**config.mk**
```make
export PLATFORM = sky130hd
export DESIGN_NAME = median_filtered_oxygen_level_flat
export DESIGN_NICKNAME = d
export VERILOG_FILES = /design/src/hdl/mfol_pkg.sv /design/src/hdl/mfol_if.sv /design/src/hdl/mfol_ring.sv /design/src/hdl/mfol_div.sv /design/src/hdl/median_filtered_oxygen_level.sv /design/src/flat_wrapper.sv
export SDC_FILE = /design/constraint.sdc
export NUM_CORES = 2
export LEC_CHECK = 0
export BUFFER_PORTS_ARGS = -buffer_cell sky130_fd_sc_hd__clkbuf_2
export CAP_MARGIN = 15
export CELL_PAD_IN_SITES_DETAIL_PLACEMENT = 0
export CELL_PAD_IN_SITES_GLOBAL_PLACEMENT = 1
export CORE_MARGIN = 3
export CORE_UTILIZATION = 50
export DETAILED_ROUTE_END_ITERATION = 8
export PLACE_DENSITY_LB_ADDON = 0.25
export SLEW_MARGIN = 20
export SYNTH_ARGS = -nofsm -noshare
export SYNTH_HDL_FRONTEND = slang
export SYNTH_SLANG_ARGS = --single-unit
export TNS_END_PERCENT = 5
```
**constraint.sdc**
```tcl
create_clock -name i_clk -period 16.95 [get_ports i_clk]
set_input_delay 2.5425 -clock i_clk [delete_from_list [all_inputs] [get_ports i_clk]]
set_output_delay 2.5425 -clock i_clk [all_outputs]
set_load 0.05 [all_outputs]
```
**src/hdl/mfol_pkg.sv**
```systemverilog
// ----------------------------------------------------------------------------
// mfol_pkg
// Shared constants, types and the saturation table for the median-filtered
// dissolved oxygen block.
// ----------------------------------------------------------------------------
`default_nettype none

package mfol_pkg;

    localparam int WINDOW_DEPTH = 30;
    localparam int SAMPLE_BITS  = 12;

    localparam int IDX_W = $clog2(WINDOW_DEPTH);
    localparam int CNT_W = $clog2(WINDOW_DEPTH + 1);

    // sorted positions of the two middle values (equal for an odd depth)
    localparam int K_LO = (WINDOW_DEPTH - 1) / 2;
    localparam int K_HI = WINDOW_DEPTH / 2;

    localparam int VREF_W  = 13;
    localparam int RANGE_W = 16;
    localparam int SVOLT_W = 16;
    localparam int TEMP_W  = 6;
    localparam int OUT_W   = 16;
    localparam int CFG_W   = 16;
    localparam int TAB_W   = 11;

    // median * vref * 10 fits SAMPLE_BITS + VREF_W + 4 bits
    localparam int PROD_W = SAMPLE_BITS + VREF_W + 4;
    localparam int DIVD_W = PROD_W + TAB_W;
    localparam int DCNT_W = $clog2(DIVD_W);

    localparam int TAB_LAST = 40;

    localparam logic [VREF_W-1:0]  VREF_RST  = VREF_W'(3300);
    localparam logic [RANGE_W-1:0] RANGE_RST = RANGE_W'(4096);
    localparam logic [SVOLT_W-1:0] SVOLT_RST = SVOLT_W'(11276);
    localparam logic [TEMP_W-1:0]  TEMP_RST  = TEMP_W'(25);

    localparam logic [OUT_W-1:0] OUT_MAX = '1;

    localparam logic [TAB_W-1:0] SAT_TABLE [0:TAB_LAST] = '{
        11'd1446, 11'd1422, 11'd1382, 11'd1344, 11'd1309,
        11'd1274, 11'd1242, 11'd1211, 11'd1181, 11'd1153,
        11'd1126, 11'd1101, 11'd1077, 11'd1053, 11'd1030,
        11'd1008, 11'd986,  11'd966,  11'd946,  11'd927,
        11'd908,  11'd890,  11'd873,  11'd857,  11'd841,
        11'd825,  11'd811,  11'd796,  11'd782,  11'd769,
        11'd756,  11'd743,  11'd730,  11'd718,  11'd707,
        11'd695,  11'd684,  11'd673,  11'd663,  11'd653,
        11'd641
    };

    typedef enum logic [1:0] {
        CFG_VREF  = 2'd0,
        CFG_RANGE = 2'd1,
        CFG_SVOLT = 2'd2,
        CFG_TEMP  = 2'd3
    } t_cfg_idx;

    typedef enum logic {
        OP_PUSH = 1'b0,
        OP_EVAL = 1'b1
    } t_op;

    typedef enum logic [3:0] {
        S_IDLE,
        S_MED,
        S_X10,
        S_DIV1_GO,
        S_DIV1_WAIT,
        S_MUL2,
        S_DIV2_GO,
        S_DIV2_WAIT,
        S_DONE
    } t_state;

    typedef enum logic [1:0] {
        R_IDLE,
        R_LOAD,
        R_SWEEP
    } t_rank_state;

    typedef struct packed {
        logic                   push;
        logic [SAMPLE_BITS-1:0] sample;
        logic                   start;
    } t_ring_ctl;

    typedef struct packed {
        logic                   done;
        logic [SAMPLE_BITS-1:0] median;
    } t_ring_sts;

    typedef struct packed {
        logic               start;
        logic [DIVD_W-1:0]  dividend;
        logic [RANGE_W-1:0] divisor;
    } t_div_ctl;

    typedef struct packed {
        logic              done;
        logic [DIVD_W-1:0] quot;
    } t_div_sts;

    function automatic logic [TAB_W-1:0] sat_lookup(input logic [TEMP_W-1:0] temp);
        logic [TEMP_W-1:0] idx;
        idx = (temp > TEMP_W'(TAB_LAST)) ? TEMP_W'(TAB_LAST) : temp;
        return SAT_TABLE[idx];
    endfunction

endpackage

`default_nettype wire

```
**src/hdl/mfol_if.sv**
```systemverilog
// ----------------------------------------------------------------------------
// mfol_if
// Valid/ready channels of the oxygen block: input items, results, and
// register writes.
// ----------------------------------------------------------------------------
`default_nettype none

interface mfol_in_if import mfol_pkg::*; ();
    logic                   valid;
    logic                   ready;
    logic                   op;
    logic [SAMPLE_BITS-1:0] sample;

    modport source (output valid, output op, output sample, input ready);
    modport sink   (input valid, input op, input sample, output ready);
endinterface

interface mfol_out_if import mfol_pkg::*; ();
    logic             valid;
    logic             ready;
    logic [OUT_W-1:0] avg_volt;
    logic [OUT_W-1:0] oxygen_level;

    modport source (output valid, output avg_volt, output oxygen_level, input ready);
    modport sink   (input valid, input avg_volt, input oxygen_level, output ready);
endinterface

interface mfol_cfg_if import mfol_pkg::*; ();
    logic             valid;
    logic             ready;
    logic [1:0]       index;
    logic [CFG_W-1:0] data;

    modport source (output valid, output index, output data, input ready);
    modport sink   (input valid, input index, input data, output ready);
endinterface

`default_nettype wire

```
**src/hdl/mfol_ring.sv**
```systemverilog
// ----------------------------------------------------------------------------
// mfol_ring
// Sample ring with a rank-counting median search: one ring entry compared per cycle while sweeping.
// ----------------------------------------------------------------------------
`default_nettype none

module mfol_ring import mfol_pkg::*; (
    input  wire logic i_clk,
    input  wire logic i_rst_n,
    input  wire t_ring_ctl i_ctl,
    output t_ring_sts  o_sts
);

    logic [SAMPLE_BITS-1:0] r_ring [WINDOW_DEPTH];
    logic [IDX_W-1:0]       r_wr_idx;

    t_rank_state            r_state, n_state;
    logic [IDX_W-1:0]       r_i, r_j;
    logic [SAMPLE_BITS-1:0] r_cand;
    logic [CNT_W-1:0]       r_lt, r_le;
    logic [SAMPLE_BITS-1:0] r_lo, r_hi;
    logic                   r_lo_ok, r_hi_ok;
    logic                   r_done;
    logic [SAMPLE_BITS-1:0] r_med;

    logic [IDX_W-1:0]       rd_addr;
    logic [SAMPLE_BITS-1:0] rd_data;
    logic                   last_j;
    logic [CNT_W-1:0]       n_lt, n_le;
    logic                   hit_lo, hit_hi, finish;
    logic [SAMPLE_BITS-1:0] lo_val, hi_val;
    logic [SAMPLE_BITS:0]   mid_sum;

    always_ff @(posedge i_clk) begin
        if (!i_rst_n) begin
            for (int k = 0; k < WINDOW_DEPTH; k++) begin
                r_ring[k] <= '0;
            end
            r_wr_idx <= '0;
        end else if (i_ctl.push) begin
            r_ring[r_wr_idx] <= i_ctl.sample;
            r_wr_idx <= (r_wr_idx == IDX_W'(WINDOW_DEPTH - 1)) ? '0 : r_wr_idx + 1'b1;
        end
    end

    assign rd_data = r_ring[rd_addr];
    assign last_j  = (r_j == IDX_W'(WINDOW_DEPTH - 1));
    assign n_lt    = r_lt + CNT_W'(rd_data < r_cand);
    assign n_le    = r_le + CNT_W'(rd_data <= r_cand);
    assign hit_lo  = (r_state == R_SWEEP) && last_j
                     && (n_lt <= CNT_W'(K_LO)) && (CNT_W'(K_LO) < n_le);
    assign hit_hi  = (r_state == R_SWEEP) && last_j
                     && (n_lt <= CNT_W'(K_HI)) && (CNT_W'(K_HI) < n_le);
    assign finish  = (r_state == R_SWEEP) && last_j
                     && (r_lo_ok || hit_lo) && (r_hi_ok || hit_hi);
    assign lo_val  = hit_lo ? r_cand : r_lo;
    assign hi_val  = hit_hi ? r_cand : r_hi;
    assign mid_sum = {1'b0, lo_val} + {1'b0, hi_val};

    // next state
    always_comb begin
        n_state = r_state;
        unique case (r_state)
            R_IDLE:  if (i_ctl.start) n_state = R_LOAD;
            R_LOAD:  n_state = R_SWEEP;
            R_SWEEP: begin
                if (last_j) n_state = finish ? R_IDLE : R_LOAD;
            end
            default: n_state = R_IDLE;
        endcase
    end

    // outputs: single read port, candidate on load, sweep index otherwise
    always_comb begin
        unique case (r_state)
            R_LOAD:  rd_addr = r_i;
            default: rd_addr = r_j;
        endcase
    end

    always_ff @(posedge i_clk) begin
        if (!i_rst_n) begin
            r_state <= R_IDLE;
            r_done  <= 1'b0;
            r_lo_ok <= 1'b0;
            r_hi_ok <= 1'b0;
            r_i     <= '0;
            r_j     <= '0;
        end else begin
            r_state <= n_state;
            r_done  <= finish;
            unique case (r_state)
                R_IDLE: begin
                    r_i     <= '0;
                    r_lo_ok <= 1'b0;
                    r_hi_ok <= 1'b0;
                end
                R_LOAD: begin
                    r_cand <= rd_data;
                    r_j    <= '0;
                    r_lt   <= '0;
                    r_le   <= '0;
                end
                R_SWEEP: begin
                    r_lt <= n_lt;
                    r_le <= n_le;
                    r_j  <= r_j + 1'b1;
                    if (hit_lo) begin
                        r_lo    <= r_cand;
                        r_lo_ok <= 1'b1;
                    end
                    if (hit_hi) begin
                        r_hi    <= r_cand;
                        r_hi_ok <= 1'b1;
                    end
                    // advance to the next candidate
                    if (last_j) r_i <= r_i + 1'b1;
                end
                default: ;
            endcase
        end
    end

    always_ff @(posedge i_clk) begin
        if (finish) r_med <= mid_sum[SAMPLE_BITS:1];
    end

    assign o_sts.done   = r_done;
    assign o_sts.median = r_med;

endmodule

`default_nettype wire

```
**src/hdl/mfol_div.sv**
```systemverilog
// ----------------------------------------------------------------------------
// mfol_div
// Restoring divider, one quotient bit per cycle, shared by both scalings.
// ----------------------------------------------------------------------------
`default_nettype none

module mfol_div import mfol_pkg::*; (
    input  wire logic i_clk,
    input  wire logic i_rst_n,
    input  wire t_div_ctl i_ctl,
    output t_div_sts  o_sts
);

    logic                r_busy;
    logic                r_done;
    logic [DCNT_W-1:0]   r_cnt;
    logic [DIVD_W-1:0]   r_q;
    logic [RANGE_W-1:0]  r_rem;
    logic [RANGE_W-1:0]  r_dsr;

    logic [RANGE_W:0]    rem_sh;
    logic [RANGE_W:0]    rem_sub;
    logic                q_bit;

    assign rem_sh  = {r_rem, r_q[DIVD_W-1]};
    assign rem_sub = rem_sh - {1'b0, r_dsr};
    assign q_bit   = (rem_sh >= {1'b0, r_dsr});

    always_ff @(posedge i_clk) begin
        if (!i_rst_n) begin
            r_busy <= 1'b0;
            r_done <= 1'b0;
            r_cnt  <= '0;
        end else begin
            r_done <= 1'b0;
            if (i_ctl.start) begin
                r_busy <= 1'b1;
                r_cnt  <= DCNT_W'(DIVD_W - 1);
            end else if (r_busy) begin
                r_cnt <= r_cnt - 1'b1;
                if (r_cnt == '0) begin
                    r_busy <= 1'b0;
                    r_done <= 1'b1;
                end
            end
        end
    end

    always_ff @(posedge i_clk) begin
        if (i_ctl.start) begin
            r_q   <= i_ctl.dividend;
            r_dsr <= i_ctl.divisor;
            r_rem <= '0;
        end else if (r_busy) begin
            r_rem <= q_bit ? rem_sub[RANGE_W-1:0] : rem_sh[RANGE_W-1:0];
            r_q   <= {r_q[DIVD_W-2:0], q_bit};
        end
    end

    assign o_sts.done = r_done;
    assign o_sts.quot = r_q;

endmodule

`default_nettype wire

```
**src/hdl/median_filtered_oxygen_level.sv**
```systemverilog
// ----------------------------------------------------------------------------
// median_filtered_oxygen_level
// Median filter over a ring of ADC samples, scaled to probe voltage and
// dissolved oxygen.
// ----------------------------------------------------------------------------
// A push item (op 0) is taken and writes the ring. An evaluate item (op 1)
// finds the median by ranking each ring entry against all others with one
// read port, trying at most WINDOW_DEPTH candidates, then runs two serial
// divisions on one shared divider. The input is not ready during an
// evaluation. The result waits in an output register, so pushes go on while
// it is not yet taken. Registers are written through the config channel,
// which is always ready; write it only while the block is idle.
`default_nettype none

module median_filtered_oxygen_level import mfol_pkg::*; (
    input  wire logic i_clk,
    input  wire logic i_rst_n,
    mfol_in_if.sink   i_in,
    mfol_out_if.source o_out,
    mfol_cfg_if.sink  i_cfg
);

    t_state             r_state, n_state;
    logic [VREF_W-1:0]  r_vref;
    logic [RANGE_W-1:0] r_range;
    logic [SVOLT_W-1:0] r_svolt;
    logic [TEMP_W-1:0]  r_temp;

    logic [DIVD_W-1:0]  r_acc;
    logic [PROD_W-1:0]  r_volt;
    logic [OUT_W-1:0]   r_avg, r_oxy;
    logic               r_out_valid;
    logic [OUT_W-1:0]   r_out_avg, r_out_oxy;

    t_ring_ctl ring_ctl;
    t_ring_sts ring_sts;
    t_div_ctl  div_ctl;
    t_div_sts  div_sts;

    logic in_ready;
    logic in_acc;
    logic out_load;
    logic sat_hi;

    mfol_ring u_ring (
        .i_clk   (i_clk),
        .i_rst_n (i_rst_n),
        .i_ctl   (ring_ctl),
        .o_sts   (ring_sts)
    );

    mfol_div u_div (
        .i_clk   (i_clk),
        .i_rst_n (i_rst_n),
        .i_ctl   (div_ctl),
        .o_sts   (div_sts)
    );

    assign in_acc = i_in.valid && in_ready;
    assign sat_hi = |div_sts.quot[DIVD_W-1:OUT_W];

    // configuration registers
    assign i_cfg.ready = 1'b1;

    always_ff @(posedge i_clk) begin
        if (!i_rst_n) begin
            r_vref  <= VREF_RST;
            r_range <= RANGE_RST;
            r_svolt <= SVOLT_RST;
            r_temp  <= TEMP_RST;
        end else if (i_cfg.valid) begin
            unique case (t_cfg_idx'(i_cfg.index))
                CFG_VREF:  r_vref  <= i_cfg.data[VREF_W-1:0];
                CFG_RANGE: r_range <= i_cfg.data[RANGE_W-1:0];
                CFG_SVOLT: r_svolt <= i_cfg.data[SVOLT_W-1:0];
                CFG_TEMP:  r_temp  <= i_cfg.data[TEMP_W-1:0];
                default: ;
            endcase
        end
    end

    // next state
    always_comb begin
        n_state = r_state;
        unique case (r_state)
            S_IDLE:      if (in_acc && (t_op'(i_in.op) == OP_EVAL)) n_state = S_MED;
            S_MED:       if (ring_sts.done) n_state = S_X10;
            S_X10:       n_state = S_DIV1_GO;
            S_DIV1_GO:   n_state = S_DIV1_WAIT;
            S_DIV1_WAIT: if (div_sts.done) n_state = S_MUL2;
            S_MUL2:      n_state = S_DIV2_GO;
            S_DIV2_GO:   n_state = S_DIV2_WAIT;
            S_DIV2_WAIT: if (div_sts.done) n_state = S_DONE;
            S_DONE:      if (!r_out_valid || o_out.ready) n_state = S_IDLE;
            default:     n_state = S_IDLE;
        endcase
    end

    // outputs of the sequencer
    always_comb begin
        in_ready         = 1'b0;
        out_load         = 1'b0;
        ring_ctl.push    = 1'b0;
        ring_ctl.sample  = i_in.sample[SAMPLE_BITS-1:0];
        ring_ctl.start   = 1'b0;
        div_ctl.start    = 1'b0;
        div_ctl.dividend = r_acc;
        div_ctl.divisor  = r_range;
        unique case (r_state)
            S_IDLE: begin
                in_ready       = 1'b1;
                ring_ctl.push  = i_in.valid && (t_op'(i_in.op) == OP_PUSH);
                ring_ctl.start = i_in.valid && (t_op'(i_in.op) == OP_EVAL);
            end
            S_DIV1_GO: div_ctl.start = 1'b1;
            S_DIV2_GO: begin
                div_ctl.start   = 1'b1;
                div_ctl.divisor = r_svolt;
            end
            S_DONE: out_load = !r_out_valid || o_out.ready;
            default: ;
        endcase
    end

    always_ff @(posedge i_clk) begin
        if (!i_rst_n) begin
            r_state <= S_IDLE;
        end else begin
            r_state <= n_state;
        end
    end

    // datapath
    always_ff @(posedge i_clk) begin
        unique case (r_state)
            S_MED: begin
                if (ring_sts.done) r_acc <= DIVD_W'(ring_sts.median * r_vref);
            end
            S_X10: r_acc <= (r_acc << 3) + (r_acc << 1);
            S_DIV1_WAIT: begin
                if (div_sts.done) begin
                    r_volt <= div_sts.quot[PROD_W-1:0];
                    r_avg  <= (sat_hi || (r_range == '0)) ? OUT_MAX
                                                          : div_sts.quot[OUT_W-1:0];
                end
            end
            S_MUL2: r_acc <= DIVD_W'(sat_lookup(r_temp) * r_volt);
            S_DIV2_WAIT: begin
                if (div_sts.done) begin
                    r_oxy <= (sat_hi || (r_svolt == '0) || (r_range == '0))
                             ? OUT_MAX : div_sts.quot[OUT_W-1:0];
                end
            end
            default: ;
        endcase
    end

    // output register: hold the result until taken
    always_ff @(posedge i_clk) begin
        if (!i_rst_n) begin
            r_out_valid <= 1'b0;
        end else if (out_load) begin
            r_out_valid <= 1'b1;
        end else if (o_out.ready) begin
            r_out_valid <= 1'b0;
        end
    end

    always_ff @(posedge i_clk) begin
        if (out_load) begin
            r_out_avg <= r_avg;
            r_out_oxy <= r_oxy;
        end
    end

    assign i_in.ready         = in_ready;
    assign o_out.valid        = r_out_valid;
    assign o_out.avg_volt     = r_out_avg;
    assign o_out.oxygen_level = r_out_oxy;

endmodule

`default_nettype wire

```
**src/flat_wrapper.sv**
```systemverilog
// flat-port wrapper written by rule: the top's interface ports become plain ports
module median_filtered_oxygen_level_flat import mfol_pkg::*;
  (i_clk, i_rst_n, i_in_valid, i_in_op, i_in_sample, i_in_ready, o_out_valid, o_out_avg_volt, o_out_oxygen_level, o_out_ready, i_cfg_valid, i_cfg_index, i_cfg_data, i_cfg_ready);
  mfol_in_if i_in_i ();
  mfol_out_if o_out_i ();
  mfol_cfg_if i_cfg_i ();
  input  wire logic i_clk;
  input  wire logic i_rst_n;
  input wire logic [$bits(i_in_i.valid)-1:0] i_in_valid;
  input wire logic [$bits(i_in_i.op)-1:0] i_in_op;
  input wire logic [$bits(i_in_i.sample)-1:0] i_in_sample;
  output wire logic [$bits(i_in_i.ready)-1:0] i_in_ready;
  output wire logic [$bits(o_out_i.valid)-1:0] o_out_valid;
  output wire logic [$bits(o_out_i.avg_volt)-1:0] o_out_avg_volt;
  output wire logic [$bits(o_out_i.oxygen_level)-1:0] o_out_oxygen_level;
  input wire logic [$bits(o_out_i.ready)-1:0] o_out_ready;
  input wire logic [$bits(i_cfg_i.valid)-1:0] i_cfg_valid;
  input wire logic [$bits(i_cfg_i.index)-1:0] i_cfg_index;
  input wire logic [$bits(i_cfg_i.data)-1:0] i_cfg_data;
  output wire logic [$bits(i_cfg_i.ready)-1:0] i_cfg_ready;
  assign i_in_i.valid = i_in_valid;
  assign i_in_i.op = i_in_op;
  assign i_in_i.sample = i_in_sample;
  assign i_in_ready = i_in_i.ready;
  assign o_out_valid = o_out_i.valid;
  assign o_out_avg_volt = o_out_i.avg_volt;
  assign o_out_oxygen_level = o_out_i.oxygen_level;
  assign o_out_i.ready = o_out_ready;
  assign i_cfg_i.valid = i_cfg_valid;
  assign i_cfg_i.index = i_cfg_index;
  assign i_cfg_i.data = i_cfg_data;
  assign i_cfg_ready = i_cfg_i.ready;
  median_filtered_oxygen_level u_core (.i_clk(i_clk), .i_rst_n(i_rst_n), .i_in(i_in_i), .o_out(o_out_i), .i_cfg(i_cfg_i));
endmodule
```
==> key figures <==
Status
  – Status: complete, no violations

Floorplanning
  – Initial Utilization: 0.506
  – Die H: 322 um
  – Die X-Extent: 322 um
  – FP Rows: 115
  – Core ar.: 98900 um^2
  – I/O pins: 71
  – Die area: 104000 um^2

Finish
  – Layout net count: 5203
  – Area growth from synthesis to layout: 8.50%
  – Layout cells sized above 1: 0.100
  – Final design utilization: 0.549
  – Non-Filler Instances: 5928

Clocking
  – CTS Sinks: 731
  – Post-CTS setup buffers: 0
  – Total CTS buffers: 81
  – Hold Buf Count CTS: 0
  – Clock-pin slew on the worst setup and hold paths: 0.06 ns
  – Cts repair resizes: 0
  – Cell at the root of the clock tree: clkbuf_16
  – CTS H-Tree Depth: 3
  – Worst-Skew Late Latency: 0.67 ns
  – CTS Buffer Depth: 3
  – CTS tree: done

Setup path
  – Crit path launch type: register
  – Critical path class: reg -> reg
  – CP Capture Type: register
  – WP data arrival: 9.60 ns
  – Reg2reg path depth: 32
  – Buf/Inv on CP: 6
  – Top delay family on crit path: adder cells
  – Worst path slowest cell: dfxtp_1
  – Worst EP required: 17.34 ns
  – Worst Path Max Fanout: 29
  – Worst path depth: 32
  – Max stage delay on crit path: 0.85 ns

Logic synthesis
  – Average size of a mapped cell: 10.8 um^2
  – Netlist cell types: 90
  – Count leader, synth: nand2_1
  – Post-synthesis sequential area ratio: 0.419
  – Yosys Warn Count: 0
  – Ys async rst share: 0
  – Synthesized Nets: 5262
  – FF+latch count, synth: 731
  – Cell Area, Synth: 50000 um^2
  – Share of the synthesized area in the top cell type: 0.379
  – Top_reg_cell synth: edfxtp_1
  – Top post-synthesis cells by count: nand2_1, edfxtp_1, and2_1
  – Post-synth EDFFs: 631
  – Post-Synthesis Cells: 4631
  – Largest cells by area after synthesis: edfxtp_1, fa_1, and2_1, ha_1, nand2_1
  – Area leader, netlist: edfxtp_1

Power
  – Pwr Total: 7.65 mW
  – VDD IR-drop max: 123 uV
  – P per Cell Area: 141 nW/um^2
  – Leakage: 22.5 nW

Routing
  – Initial DRC Count: 2605
  – DRC: 0
  – Post-Route WL: 120 mm
  – Top Layer Used: met5
  – WL met2: 58.6 mm
  – Wire length on met3: 6.70 mm
  – Post-detailed-route count of antenna-violating nets: 0
  – Met1 Routed Length: 51.7 mm
  – Total number of vias: 32800
  – Wire per inst: 20.3 um
  – Vias per cell: 5.53
  – DR pass1 iterations: 6

STA
  – Relative slew slack: 0.305
  – Final-report max-slew violation count: 0
  – Fmax: 0.109 GHz
  – Minimum clock period: 9.21 ns
  – Worst setup margin: 7.74 ns
  – Worst-Margin Slew: 1.04 ns
  – Period utilization: 0.543
  – RSZ-0062 raised after global routing: no
  – Total negative slack: 0 ns
  – Skew final: 0.0280 ns
  – Final setup vio count: 0
  – Final Hold Fails: 0

Placement
  – # port buffers: 69
  – Routability cong.: 0.863
  – Placed cells: 5776
  – Post-Place Setup Slack: 7.84 ns
  – Hpwl dp: 86.7 mm

GRT
  – Number of global-route vias before repair: 33900
  – Largest net degree at the start of global routing: 97
  – Gr ovfl total: 0
  – Global-route wire length before repair: 194 mm
  – All-Layer GR Usage: 0.238
  – Initial antenna violation count: 15

Hold path
  – Hold Crit Class: reg -> reg
  – Hold Path Cell Cnt: 0

Run
  – Max Cap Viol: 0
## placed cells by master (no fill, tap or decap), types with 15 or more instances in the layout
master and instances:
nand2_1 705, edfxtp_1 631, and2_1 573, inv_1 436, fa_1 355, ha_1 240, nor2_1 142, a21oi_1 127
o21ai_0 125, nand3_1 107, dfxtp_1 100, mux4_2 97, clkbuf_16 82, buf_4 69, xnor2_1 68, clkbuf_2 68
a21o_1 64, xor2_1 54, a21boi_0 46, mux2_2 41, nand2b_1 40, nor2b_1 29, o21ai_1 27, nor3_1 23
a22oi_1 23, or2_2 22, nand4_1 21, nor4_1 20, a31oi_1 18, o22ai_1 15, clkbuf_1 15
## registers in the layout, indices dropped and copies added (netlist names), 12 cells and up
name and cells:
u_core.o_out.avg_volt 16, u_core.o_out.oxygen_level 16, u_core.r_acc 40, u_core.r_avg 16, u_core.r_oxy 16, u_core.r_range 16, u_core.r_svolt 16, u_core.r_volt 29
u_core.r_vref 13, u_core.u_div.r_dsr 16, u_core.u_div.r_q 40, u_core.u_div.r_rem 16, u_core.u_ring.r_cand 12, u_core.u_ring.r_hi 12, u_core.u_ring.r_lo 12, u_core.u_ring.r_med 12
u_core.u_ring.r_ring 384
## metal layers
layer	global-route usage	vias up
met5	0	-
met4	0.0692	12
met3	0.0408	190
met2	0.402	785
met1	0.318	16300
li1	-	15500
## path summary, 6_finish.rpt
kind	startpoint	end	slack (ns)
setup / recovery	u_core.r_temp[3]$_SDFFE_PN1P_	u_core.r_acc[32]$_DFFE_PP_	7.74
hold reg to reg	u_core.r_oxy[13]$_SDFFCE_PP1P_	u_core.o_out.oxygen_level[13]$_DFFE_PP_	0.42
hold / removal	u_core.r_oxy[13]$_SDFFCE_PP1P_	u_core.o_out.oxygen_level[13]$_DFFE_PP_	0.42
setup reg to reg	u_core.r_temp[3]$_SDFFE_PN1P_	u_core.r_acc[32]$_DFFE_PP_	7.74
## metrics by stage
stage / cell area [um^2] / hold slack [ns]
global placement: 51600 / 0.401
floorplan: 50000 / 0.400
global route: 54300 / 0.428
detailed placement: 51600 / 0.405
finish: 54300 / 0.419
CTS: 54300 / 0.420
## report_power, final
group,total [mW],switching [mW],internal [mW]
logic,3.68,2.16,1.52
registers,2.20,0.102,2.10
clock network,1.77,0.768,0.997
total,7.65,3.03,4.62
## cell families after synthesis
logic type               after synthesis  synth area share
multiplexers                         156            0.0565
XOR/XNOR                             122            0.0214
flip-flops                           731             0.419
adder cells (fa/ha/maj)              595             0.202
AO/OA/AOI/OAI                        569            0.0738
other                                  1         0.0000750
buffers and inverters                718            0.0542
AND/OR/NAND/NOR                     1739             0.173
## cell type report
cell class,instances,area [um^2]
inverters,438,1650
clock buffers,101,2160
flip-flops and latches,731,21000
clock inverters,48,482
diodes,3,7.51
multi-input cells,3182,26500
well taps,1287,1610
fillers,8506,44600
repair buffers,138,878
Power figures use the tool's default switching activity.
